`config.mk`:
```
export PLATFORM = sky130hd
export DESIGN_NAME = include_directive_recognizer_top_flat
export DESIGN_NICKNAME = d
export VERILOG_FILES = /design/src/hw/rtl/incdir_pkg.sv /design/src/hw/rtl/incdir_if.sv /design/src/hw/rtl/include_directive_recognizer_top.sv /design/src/hw/rtl/incdir_core.sv /design/src/flat_wrapper.sv
export SDC_FILE = /design/constraint.sdc
export NUM_CORES = 1
export LEC_CHECK = 0
export CORE_MARGIN = 2
export CORE_UTILIZATION = 50
export CTS_CLUSTER_SIZE = 10
export DETAILED_ROUTE_END_ITERATION = 6
export DONT_BUFFER_PORTS = 1
export GPL_ROUTABILITY_DRIVEN = 0
export MAX_ROUTING_LAYER = met4
export PLACE_DENSITY_LB_ADDON = 0.15
export SLEW_MARGIN = 20
export SYNTH_ARGS = -nofsm -noshare
export SYNTH_HDL_FRONTEND = slang
export SYNTH_SLANG_ARGS = --single-unit
export TNS_END_PERCENT = 20
```
`constraint.sdc`:
```
create_clock -name clk -period 2.7 [get_ports clk]
set_input_delay 0.135 -clock clk [delete_from_list [all_inputs] [get_ports clk]]
set_output_delay 0.135 -clock clk [all_outputs]
set_load 0.01 [all_outputs]
```
`src/hw/rtl/incdir_pkg.sv`:
```
// ----------------------------------------------------------------------------
// incdir_pkg
// Shared payload types for the include directive recognizer.
// ----------------------------------------------------------------------------
`default_nettype none

package incdir_pkg;

	// One text byte, or a flush that ends the line without a character.
	typedef struct packed {
		logic [7:0] text_byte;
		logic       flush;
	} text_item_t;

	// One result per input transaction.
	typedef struct packed {
		logic        path_byte_valid;
		logic [7:0]  path_byte;
		logic        line_done;
		logic        is_include;
		logic        angle_form;
		logic [9:0]  path_length;
		logic [19:0] line_number;
	} line_result_t;

	localparam int unsigned PATH_LEN_CAP = 1023;
	localparam int unsigned LINE_NUM_CAP = 1048575;

endpackage

`default_nettype wire

```
`src/hw/rtl/incdir_if.sv`:
```
// ----------------------------------------------------------------------------
// incdir_in_if / incdir_out_if
// Valid/ready channels for text items and line results.
// ----------------------------------------------------------------------------
`default_nettype none

interface incdir_in_if
	import incdir_pkg::*;
	();
	logic       valid;
	logic       ready;
	text_item_t payload;

	modport source (output valid, output payload, input ready);
	modport sink   (input valid, input payload, output ready);
endinterface

interface incdir_out_if
	import incdir_pkg::*;
	();
	logic         valid;
	logic         ready;
	line_result_t payload;

	modport source (output valid, output payload, input ready);
	modport sink   (input valid, input payload, output ready);
endinterface

`default_nettype wire

```
`src/hw/rtl/include_directive_recognizer_top.sv`:
```
// ----------------------------------------------------------------------------
// include_directive_recognizer_top
// Streams text bytes through an include-line parser, one result per byte.
// ----------------------------------------------------------------------------
// Usage:
//   text_in    - sink channel; each transaction carries one text byte or a
//                flush. A newline byte or a flush ends the current line.
//   result_out - source channel; exactly one result transaction per input
//                transaction, in order. Path characters come out as they are
//                seen (tentative); the line verdict, bracket kind, path
//                length and line number come with the byte that ends a line.
// Pipeline: an accepted byte is captured in the input register; its result
//   is loaded into the result register, from which result_out presents it.
// Throughput: one transaction per cycle in both directions while result_out
//   is ready. The parser state machine updates once per byte in the stage
//   between the input register and the result register.
// Stall: when result_out is not ready the result register holds, the input
//   register keeps its byte, and text_in drops ready only once both are full.
// Reset: arst_n clears both stage valids, puts the parser at line start and
//   sets the line counter to one. No clearing pass is needed.
// ----------------------------------------------------------------------------
`default_nettype none

module include_directive_recognizer_top
	import incdir_pkg::*;
#(
	parameter int unsigned     PATH_COUNT_MAX = 1023,
	parameter longint unsigned LINE_COUNT_MAX = 1048575
) (
	input  wire logic     clk,
	input  wire logic     arst_n,
	incdir_in_if.sink     text_in,
	incdir_out_if.source  result_out
);

	text_item_t   item_s1;
	logic         vld_s1;
	line_result_t res_s2;
	logic         vld_s2;
	line_result_t res_comb;
	logic         advance;

	// Advance the parser when a byte waits and the result register frees up.
	assign advance       = vld_s1 && (!vld_s2 || result_out.ready);
	assign text_in.ready = !vld_s1 || advance;

	always_ff @(posedge clk or negedge arst_n) begin
		if (!arst_n) begin
			vld_s1 <= 1'b0;
		end else if (text_in.ready) begin
			vld_s1 <= text_in.valid;
		end
	end

	// Input register: capture the byte on each accepted transaction.
	always_ff @(posedge clk) begin
		if (text_in.valid && text_in.ready)
			item_s1 <= text_in.payload;
	end

	incdir_core #(
		.PATH_COUNT_MAX (PATH_COUNT_MAX),
		.LINE_COUNT_MAX (LINE_COUNT_MAX)
	) u_core (
		.clk    (clk),
		.arst_n (arst_n),
		.step   (advance),
		.item   (item_s1),
		.result (res_comb)
	);

	always_ff @(posedge clk or negedge arst_n) begin
		if (!arst_n) begin
			vld_s2 <= 1'b0;
		end else if (advance) begin
			vld_s2 <= 1'b1;
		end else if (result_out.ready) begin
			vld_s2 <= 1'b0;
		end
	end

	// Result register: load on advance, hold while the receiver stalls.
	always_ff @(posedge clk) begin
		if (advance)
			res_s2 <= res_comb;
	end

	assign result_out.valid   = vld_s2;
	assign result_out.payload = res_s2;

endmodule

`default_nettype wire

```
`src/hw/rtl/incdir_core.sv`:
```
// ----------------------------------------------------------------------------
// incdir_core
// Line parser state machine: phase, keyword position, counters, verdict.
// ----------------------------------------------------------------------------
`default_nettype none

module incdir_core
	import incdir_pkg::*;
#(
	parameter int unsigned       PATH_COUNT_MAX = 1023,
	parameter longint unsigned   LINE_COUNT_MAX = 1048575
) (
	input  wire logic          clk,
	input  wire logic          arst_n,
	input  wire logic          step,
	input  wire text_item_t    item,
	output line_result_t       result
);

	localparam int PW  = $clog2(longint'(PATH_COUNT_MAX) + 1);
	localparam int LW  = $clog2(LINE_COUNT_MAX + 64'd1);
	localparam int PWX = (PW > 10) ? PW : 10;
	localparam int LWX = (LW > 20) ? LW : 20;

	localparam logic [3:0] PH_LEAD        = 4'd0;
	localparam logic [3:0] PH_AFTER_HASH  = 4'd1;
	localparam logic [3:0] PH_KEYWORD     = 4'd2;
	localparam logic [3:0] PH_AFTER_KW    = 4'd3;
	localparam logic [3:0] PH_PATH        = 4'd4;
	localparam logic [3:0] PH_AFTER_PATH  = 4'd5;
	localparam logic [3:0] PH_SLASH       = 4'd6;
	localparam logic [3:0] PH_LINE_CMT    = 4'd7;
	localparam logic [3:0] PH_BLOCK       = 4'd8;
	localparam logic [3:0] PH_BLOCK_STAR  = 4'd9;
	localparam logic [3:0] PH_AFTER_BLOCK = 4'd10;
	localparam logic [3:0] PH_REJECT      = 4'd11;

	localparam logic [7:0] CH_NL     = 8'd10;
	localparam logic [7:0] CH_HASH   = 8'h23;
	localparam logic [7:0] CH_QUOTE  = 8'h22;
	localparam logic [7:0] CH_LT     = 8'h3C;
	localparam logic [7:0] CH_GT     = 8'h3E;
	localparam logic [7:0] CH_SLASH  = 8'h2F;
	localparam logic [7:0] CH_STAR   = 8'h2A;
	localparam logic [2:0] KW_LEN    = 3'd7;

	function automatic logic [7:0] kw_char(input logic [2:0] idx);
		case (idx)
			3'd0:    kw_char = 8'h69; // i
			3'd1:    kw_char = 8'h6E; // n
			3'd2:    kw_char = 8'h63; // c
			3'd3:    kw_char = 8'h6C; // l
			3'd4:    kw_char = 8'h75; // u
			3'd5:    kw_char = 8'h64; // d
			3'd6:    kw_char = 8'h65; // e
			default: kw_char = 8'h00;
		endcase
	endfunction

	function automatic logic is_ws(input logic [7:0] c);
		is_ws = (c == 8'd32) || (c == 8'd9) || (c == 8'd13) || (c == 8'd11) || (c == 8'd12);
	endfunction

	logic [3:0]    phase_q, phase_d;
	logic [2:0]    kw_idx_q, kw_idx_d;
	logic          angle_q, angle_d;
	logic [PW-1:0] path_cnt_q, path_cnt_d;
	logic [LW-1:0] line_cnt_q, line_cnt_d;

	logic [PWX-1:0] path_cnt_x;
	logic [LWX-1:0] line_cnt_x;
	logic [7:0]     c;
	logic           line_end;
	logic           ok;

	assign c          = item.text_byte;
	assign line_end   = item.flush || (c == CH_NL);
	assign path_cnt_x = PWX'(path_cnt_q);
	assign line_cnt_x = LWX'(line_cnt_q);
	assign ok         = (phase_q == PH_AFTER_PATH) || (phase_q == PH_LINE_CMT) ||
	                    (phase_q == PH_AFTER_BLOCK);

	always_comb begin
		phase_d    = phase_q;
		kw_idx_d   = kw_idx_q;
		angle_d    = angle_q;
		path_cnt_d = path_cnt_q;
		line_cnt_d = line_cnt_q;
		result     = '0;

		if (line_end) begin
			result.line_done  = 1'b1;
			result.is_include = ok;
			if (ok) begin
				result.angle_form  = angle_q;
				result.path_length = (path_cnt_x > PWX'(PATH_LEN_CAP)) ?
				                     10'(PATH_LEN_CAP) : path_cnt_x[9:0];
			end
			result.line_number = (line_cnt_x > LWX'(LINE_NUM_CAP)) ?
			                     20'(LINE_NUM_CAP) : line_cnt_x[19:0];
			if (line_cnt_q != LW'(LINE_COUNT_MAX))
				line_cnt_d = line_cnt_q + 1'b1;
			// clear per-line state
			phase_d    = PH_LEAD;
			kw_idx_d   = '0;
			angle_d    = 1'b0;
			path_cnt_d = '0;
		end else begin
			unique case (phase_q)
				PH_LEAD: begin
					if (c == CH_HASH) phase_d = PH_AFTER_HASH;
					else if (!is_ws(c)) phase_d = PH_REJECT;
				end
				PH_AFTER_HASH: begin
					if (c == kw_char(3'd0)) begin
						kw_idx_d = 3'd1;
						phase_d  = PH_KEYWORD;
					end else if (!is_ws(c)) begin
						phase_d = PH_REJECT;
					end
				end
				PH_KEYWORD: begin
					if (kw_idx_q < KW_LEN && c == kw_char(kw_idx_q)) begin
						kw_idx_d = kw_idx_q + 3'd1;
						if (kw_idx_q + 3'd1 == KW_LEN) phase_d = PH_AFTER_KW;
					end else begin
						phase_d = PH_REJECT;
					end
				end
				PH_AFTER_KW: begin
					if (c == CH_QUOTE) begin
						angle_d = 1'b0;
						phase_d = PH_PATH;
					end else if (c == CH_LT) begin
						angle_d = 1'b1;
						phase_d = PH_PATH;
					end else if (!is_ws(c)) begin
						phase_d = PH_REJECT;
					end
				end
				PH_PATH: begin
					if (c == (angle_q ? CH_GT : CH_QUOTE)) begin
						phase_d = PH_AFTER_PATH;
					end else begin
						result.path_byte_valid = 1'b1;
						result.path_byte       = c;
						if (path_cnt_q != PW'(PATH_COUNT_MAX))
							path_cnt_d = path_cnt_q + 1'b1;
					end
				end
				PH_AFTER_PATH: begin
					if (c == CH_SLASH) phase_d = PH_SLASH;
					else if (!is_ws(c)) phase_d = PH_REJECT;
				end
				PH_SLASH: begin
					if (c == CH_SLASH) phase_d = PH_LINE_CMT;
					else if (c == CH_STAR) phase_d = PH_BLOCK;
					else phase_d = PH_REJECT;
				end
				PH_LINE_CMT: begin
					phase_d = PH_LINE_CMT;
				end
				PH_BLOCK: begin
					if (c == CH_STAR) phase_d = PH_BLOCK_STAR;
				end
				PH_BLOCK_STAR: begin
					if (c == CH_SLASH) phase_d = PH_AFTER_BLOCK;
					else if (c != CH_STAR) phase_d = PH_BLOCK;
				end
				PH_AFTER_BLOCK: begin
					if (!is_ws(c)) phase_d = PH_REJECT;
				end
				default: begin
					phase_d = PH_REJECT;
				end
			endcase
		end
	end

	always_ff @(posedge clk or negedge arst_n) begin
		if (!arst_n) begin
			phase_q    <= PH_LEAD;
			kw_idx_q   <= '0;
			angle_q    <= 1'b0;
			path_cnt_q <= '0;
			line_cnt_q <= LW'(1);
		end else if (step) begin
			phase_q    <= phase_d;
			kw_idx_q   <= kw_idx_d;
			angle_q    <= angle_d;
			path_cnt_q <= path_cnt_d;
			line_cnt_q <= line_cnt_d;
		end
	end

endmodule

`default_nettype wire

```
`src/flat_wrapper.sv`:
```
// flat-port wrapper written by rule: the top's interface ports become plain ports
module include_directive_recognizer_top_flat import incdir_pkg::*;
#(
	parameter int unsigned     PATH_COUNT_MAX = 1023,
	parameter longint unsigned LINE_COUNT_MAX = 1048575
)
  (clk, arst_n, text_in_valid, text_in_payload, text_in_ready, result_out_valid, result_out_payload, result_out_ready);
  incdir_in_if text_in_i ();
  incdir_out_if result_out_i ();
  input  wire logic clk;
  input  wire logic arst_n;
  input wire logic [$bits(text_in_i.valid)-1:0] text_in_valid;
  input wire logic [$bits(text_in_i.payload)-1:0] text_in_payload;
  output wire logic [$bits(text_in_i.ready)-1:0] text_in_ready;
  output wire logic [$bits(result_out_i.valid)-1:0] result_out_valid;
  output wire logic [$bits(result_out_i.payload)-1:0] result_out_payload;
  input wire logic [$bits(result_out_i.ready)-1:0] result_out_ready;
  assign text_in_i.valid = text_in_valid;
  assign text_in_i.payload = text_in_payload;
  assign text_in_ready = text_in_i.ready;
  assign result_out_valid = result_out_i.valid;
  assign result_out_payload = result_out_i.payload;
  assign result_out_i.ready = result_out_ready;
  include_directive_recognizer_top #(.PATH_COUNT_MAX(PATH_COUNT_MAX), .LINE_COUNT_MAX(LINE_COUNT_MAX)) u_core (.clk(clk), .arst_n(arst_n), .text_in(text_in_i), .result_out(result_out_i));
endmodule
```
; Word level (Yosys, flattened, before mapping)
; Cells that the tools add are included.
[totals]
reg_bits = 91
latch_bits = 0
ram_bits = 0
rom_bits = 0
in_bits = 13
output_inout_bits = 44
word_cells = 133
mem_count = 0
[op_classes]
n_addsub = 3
mul = 0
n_div = 0
order_cmp = 3
n_eq_ne = 41
n_shift = 0
muxes = 39
n_bitwise = 1
reduce_logical = 30
[op_table]
columns = operator, n
row1 = $mux W4, 14
row2 = $mux W10, 5
row3 = $pmux W7 S7, 1
row4 = $eq A8 B6 Y1 const B, 6
row5 = $pmux W4 S11, 1
row6 = $eq A8 B4 Y1 const B, 5
row7 = $mux W33, 1
row8 = $add A20 B1 Y20 const B, 1
row9 = $gt A20 B20 Y1 const B, 1
row10 = $mux W20, 1
row11 = $ne A20 B20 Y1 const B, 1
row12 = $eq A4 B3 Y1 const B, 4
row13 = $mux W8, 2
row14 = $eq A3 B3 Y1 const B, 4
row15 = $eq A4 B4 Y1 const B, 3
row16 = $ne A3 B3 Y1 const B, 4
row17 = $mux W11, 1
row18 = $add A10 B1 Y10 const B, 1
row19 = $gt A10 B10 Y1 const B, 1
row20 = $ne A10 B10 Y1 const B, 1
row21 = $logic_or A1 B1 Y1, 9
row22 = $mux W3, 3
row23 = $mux W9, 1
row24 = $eq A4 B2 Y1 const B, 2
row25 = other kinds (28), 44

; Logic depth before layout (Yosys ltp)
[logic_depth]
word_depth = 10
depth_mapped = 8
depth_no_buf = 8

; By module
; Synthesis repeated with hierarchy kept, for this count alone.
[hier_totals]
hier_cells = 422
hier_area_um2 = 4690.7
[by_module_without_submodules]
columns = module, instances, cells_each, area_per_inst_um2, seq_area_each_um2
row1 = incdir_core, 1, 363, 3055.4, 952.2
row2 = include_directive_recognizer_top, 1, 59, 1635.3, 1581.5

; Worst setup path before layout
; Ideal clock, no wire load.
[synth_path]
path_kind = reg-to-reg
startpoint = register u_core.vld_s2 (netlist: u_core.result_out.valid)
endpoint = register u_core.u_core.line_cnt_q[9]
setup_ps = 79
arrival_time_ps = 2588
required_ps = 2621
slack_ps = 32
stages_incl_launch_ff = 8
path_buffers = 0
synth_period_minus_slack_ps = 2668
path_cell_list = dfrtp_1 -> nand2b_1 -> nand2_1 -> inv_1 -> nand2_4 -> nor4_4 -> and3_1 -> xor2_1
[synth_between]
elab_chain_cells = 4
[synth_lines]
columns = item, line
row1 = start: declaration, include_directive_recognizer_top.sv:39  ; logic vld_s2;
row2 = start signal: assignment, include_directive_recognizer_top.sv:74  ; vld_s2 <= 1'b0;
row3 = start signal: assignment, include_directive_recognizer_top.sv:76  ; vld_s2 <= 1'b1;
row4 = start signal: assignment, include_directive_recognizer_top.sv:78  ; vld_s2 <= 1'b0;
row5 = $logic_not A1 Y1, include_directive_recognizer_top.sv:44  ; assign advance = vld_s1 && (!vld_s2 || result_out.ready);
row6 = $logic_or A1 B1 Y1, include_directive_recognizer_top.sv:44
row7 = $logic_and A1 B1 Y1, include_directive_recognizer_top.sv:44
row8 = net u_core.advance, include_directive_recognizer_top.sv:41  ; logic advance;
row9 = $reduce_and A3 Y1 (no source line), -
row10 = end signal: assignment, incdir_core.sv:192  ; line_cnt_q <= line_cnt_d;
row11 = end: declaration, incdir_core.sv:68  ; logic [LW-1:0] line_cnt_q, line_cnt_d;
; The timed path passes the listed nets, and every way through them passes these cells.
; A chain may end at the register's enable or synchronous reset.

; Worst setup path in the final report
[layout_path]
startpoint = register u_core.item_s1[3] in the netlist's numbering
endpoint = register u_core.u_core.phase_q[1]
[layout_between]
elab_chain_cells = 10
word_cells_on_any_way = 38
classes_between = 19 x eq/ne / 12 x mux / 7 x reduce/logical
[layout_lines]
columns = item, line
row1 = start: declaration, include_directive_recognizer_top.sv:36  ; text_item_t item_s1;
row2 = start signal: assignment, include_directive_recognizer_top.sv:58  ; item_s1 <= text_in.payload;
row3 = $eq A8 B6 Y1 or $eq A8 B4 Y1 (tied branches), incdir_core.sv:61  ; is_ws = (c == 8'd32) || (c == 8'd9) || (c == 8'd13) || (c == 8'd11) || (c == 8'd12);
row4 = $logic_or A1 B1 Y1 (4 in a row), incdir_core.sv:61
row5 = $mux W4, -
row6 = $mux W4, incdir_core.sv:134  ; end else if (c == CH_LT) begin
row7 = $mux W4, incdir_core.sv:131  ; if (c == CH_QUOTE) begin
row8 = $pmux W4 S11, incdir_core.sv:109  ; unique case (phase_q)
row9 = $mux W4, incdir_core.sv:91  ; if (line_end) begin
row10 = end signal: assignment, incdir_core.sv:188  ; phase_q <= phase_d;
row11 = end: declaration, incdir_core.sv:64  ; logic [3:0] phase_q, phase_d;
; Parallel ways exist; a longest one is shown, timed or not.

==> metrics <==
outcome=completed; Hold/Removal Path Class=in2reg; CTS tree=built; Netlist Area Pre-Place=0.004682 mm2; vias in the first global route=3,077; Critical Path RT=2.93 ns; Slew Limit Headroom=60.03%; antenna violations before repair=0; H-tree levels=3; vias per cell=5.913; share of layout cells above drive strength 1=12.36%; worst skew pair latency=0.35 ns; Worst Path Buf+Inv=0; R2R cell count=6; period utilization=93.58%; DRC=0; final wirelength=9.111 mm; top cells by area, synth=edfxtp_1 (33%), dfrtp_1 (21%), and2_1 (6.1%), xnor2_1 (2.6%), nand2_1 (2.6%); Hold Path Cell Cnt=2; Critical Path AT=2.76 ns; # clock sinks=91; Worst-Margin Slew=0.5913 ns; post-route minimum period=2.527 ns; number of buffer cells added on primary ports=0; Clk pin slew, worst setup/hold paths=0.09 ns; yosys warns=0; largest net degree at the start of global routing=41; skew final=0.01372 ns; post-synthesis cell count=422; grt total ovfl=0; ys async rst share=43.96%; crit-path leading delay family=compound AO/OA/AOI/OAI gates; die area=0.01015 mm2; nets=469; Routed Antenna Nets=0; All-Layer GR Usage=19.48%; root buffer cell=clkbuf_8; Starting DRT DRC Count=248; cells along the critical path=or4_4 > a211oi_4 > nor2_2 > a211oi_1 > a21oi_1 > a211o_1; global-route wire length before repair=15.28 mm; largest area contributor in the netlist=edfxtp_1; Num CTS Buffers=9; Core Area=0.009153 mm2; Cell Pwr Density=635.5 mW/mm2; Hold Worst Slack=0.07770 ns; Initial Util=51.16%; DR WL/cell=16.15 um; Final HPWL DP=6.255 mm; CP Launch Type=flop; Max Slew Vio Count=0; Fin. Hold Viols=0; Core Rows=35; # setup viols final=0; Critical-path top delay cell=or4_4; register area share after synthesis=54.12%; RSZ-0062 raised after global routing=false; num ports=57; Die W=100.8 um; predominant post-synthesis flop cell=edfxtp_1; Setup TNS=0 ns; post-synthesis sequential element count=91; Area growth, synth to finish=12.35%; crit-path max FO=10; post-synth cell types=70; post-synth top area share=32.71%; syn_nets=443; Die H=100.8 um; Max stage delay on crit path=0.58 ns; average size of a mapped cell=11.09 um2; # diodes=0; number of synthesized flops with an enable pin=51; drt pass-1 iters=5; Leakage=2.050 nW; Worst setup EP type=flop; Post-Route Utilization=57.47%; CP Depth=6; Clock Tree Buf Depth=2; Max-Cap Viols=0; FMAX=395.8 MHz; via count=3,335; Worst Setup Path Type=reg2reg; Peak VDD IR=0.0003634 V
timing repair:
item                                    4_1_cts  5_1_grt
endpoints found under the setup margin        0        7
hold endpoints to repair                     51        0
resized for setup                             0        3
hold buffers                                 13        0
buffers inserted                              0        0
state kept, by name, indices dropped and copies added (netlist names):
register                   flops
u_core.u_core.kw_idx_q         3
u_core.u_core.line_cnt_q      20
u_core.u_core.angle_q          1
u_core.result_out.payload     42
u_core.result_out.valid        1
u_core.item_s1                 9
u_core.u_core.phase_q          4
u_core.u_core.path_cnt_q      10
u_core.vld_s1                  1
routing by layer:
layer	routed length (um)	track usage, %	vias up
met3	421	2.843	8
li1	-	-	1598
met5	0	-	-
met1	4304	28.12	1617
met2	4278	28.77	112
met4	106	5.690	0
cell usage in the layout, fill, tap and decap left out, types with 8 or more instances in the layout:
cell / count
and2_1: 46
xnor2_1: 14
nand4_1: 15
o21ai_0: 9
nand3_1: 18
nor3_1: 13
nand2_1: 32
edfxtp_1: 51
buf_4: 17
ha_1: 8
dfrtp_1: 39
dlygate4sd3_1: 12
a21oi_1: 11
clkbuf_8: 9
nor2_1: 27
and3_1: 10
xor2_1: 13
final cells by class:
class                      instances  area (um2)
fill                             769        3892
inverter                           9       47.55
sequential                        91        2534
multi-input combinational        307        2061
tap                              111       138.9
timing repair buffer              30       267.8
clock inverter                     7       87.58
clock buffer                       9       123.9
cells in the mapped netlist (all sizes together), types with 2 or more instances:
library cell,n
a32oi,3
nand4,15
nand3,18
nor2,28
nand2b,7
buf,2
mux2i,3
xnor2,14
and2,46
or2,4
o21bai,3
clkbuf,13
a21oi,12
nor2b,7
nand3b,3
o21ai,10
or3,2
o22ai,3
edfxtp,51
and4,4
and3,10
inv,8
nand2,33
xor2,13
dfrtp,39
a31oi,3
a211o,2
ha,8
or4,2
a2111oi,3
nor4b,2
nor4,5
nor3,13
a211oi,5
o211ai,3
a21o,2
metrics by stage:
stage	instances	setup WS [ns]	area, um2	power, mW
global placement	535	0.1969	4883	2.342
global route	564	0.006927	5260	3.508
floorplan	422	0.03233	4682	2.189
finish	564	0.1733	5260	3.343
CTS	564	0.04631	5235	3.356
detailed placement	535	0.07037	4883	2.350
report_power, final:
part | internal (mW) | switching [mW]
logic | 0.251 | 0.375
clock network | 0.453 | 0.531
registers | 1.60 | 0.129
total | 2.31 | 1.03
worst paths after layout:
path	startpoint	to	slack, ns
max reg2reg	u_core.item_s1[3]	u_core.u_core.phase_q[1]	0.17
min	result_out_ready	u_core.vld_s1	0.08
min reg2reg	u_core.u_core.line_cnt_q[9]	u_core.u_core.line_cnt_q[9]	0.49
max	u_core.item_s1[3]	u_core.u_core.phase_q[1]	0.17
max in group asynchronous	arst_n	u_core.u_core.line_cnt_q[0]	2.21
min in group asynchronous	arst_n	u_core.u_core.line_cnt_q[6]	0.23
kinds of logic after synthesis:
logic type                 after synthesis  share of synthesized area [%]
DFF                                     91                          54.12
AOI/OAI and AO/OA                       64                          10.61
muxes                                    3                         0.6414
adders and majority gates                8                          2.138
xor gates and xnor gates                27                          5.051
and+or+nand+nor                        205                          25.04
buffers and inverters                   24                          2.405
No activity file was read; power rests on OpenSTA's default activity.
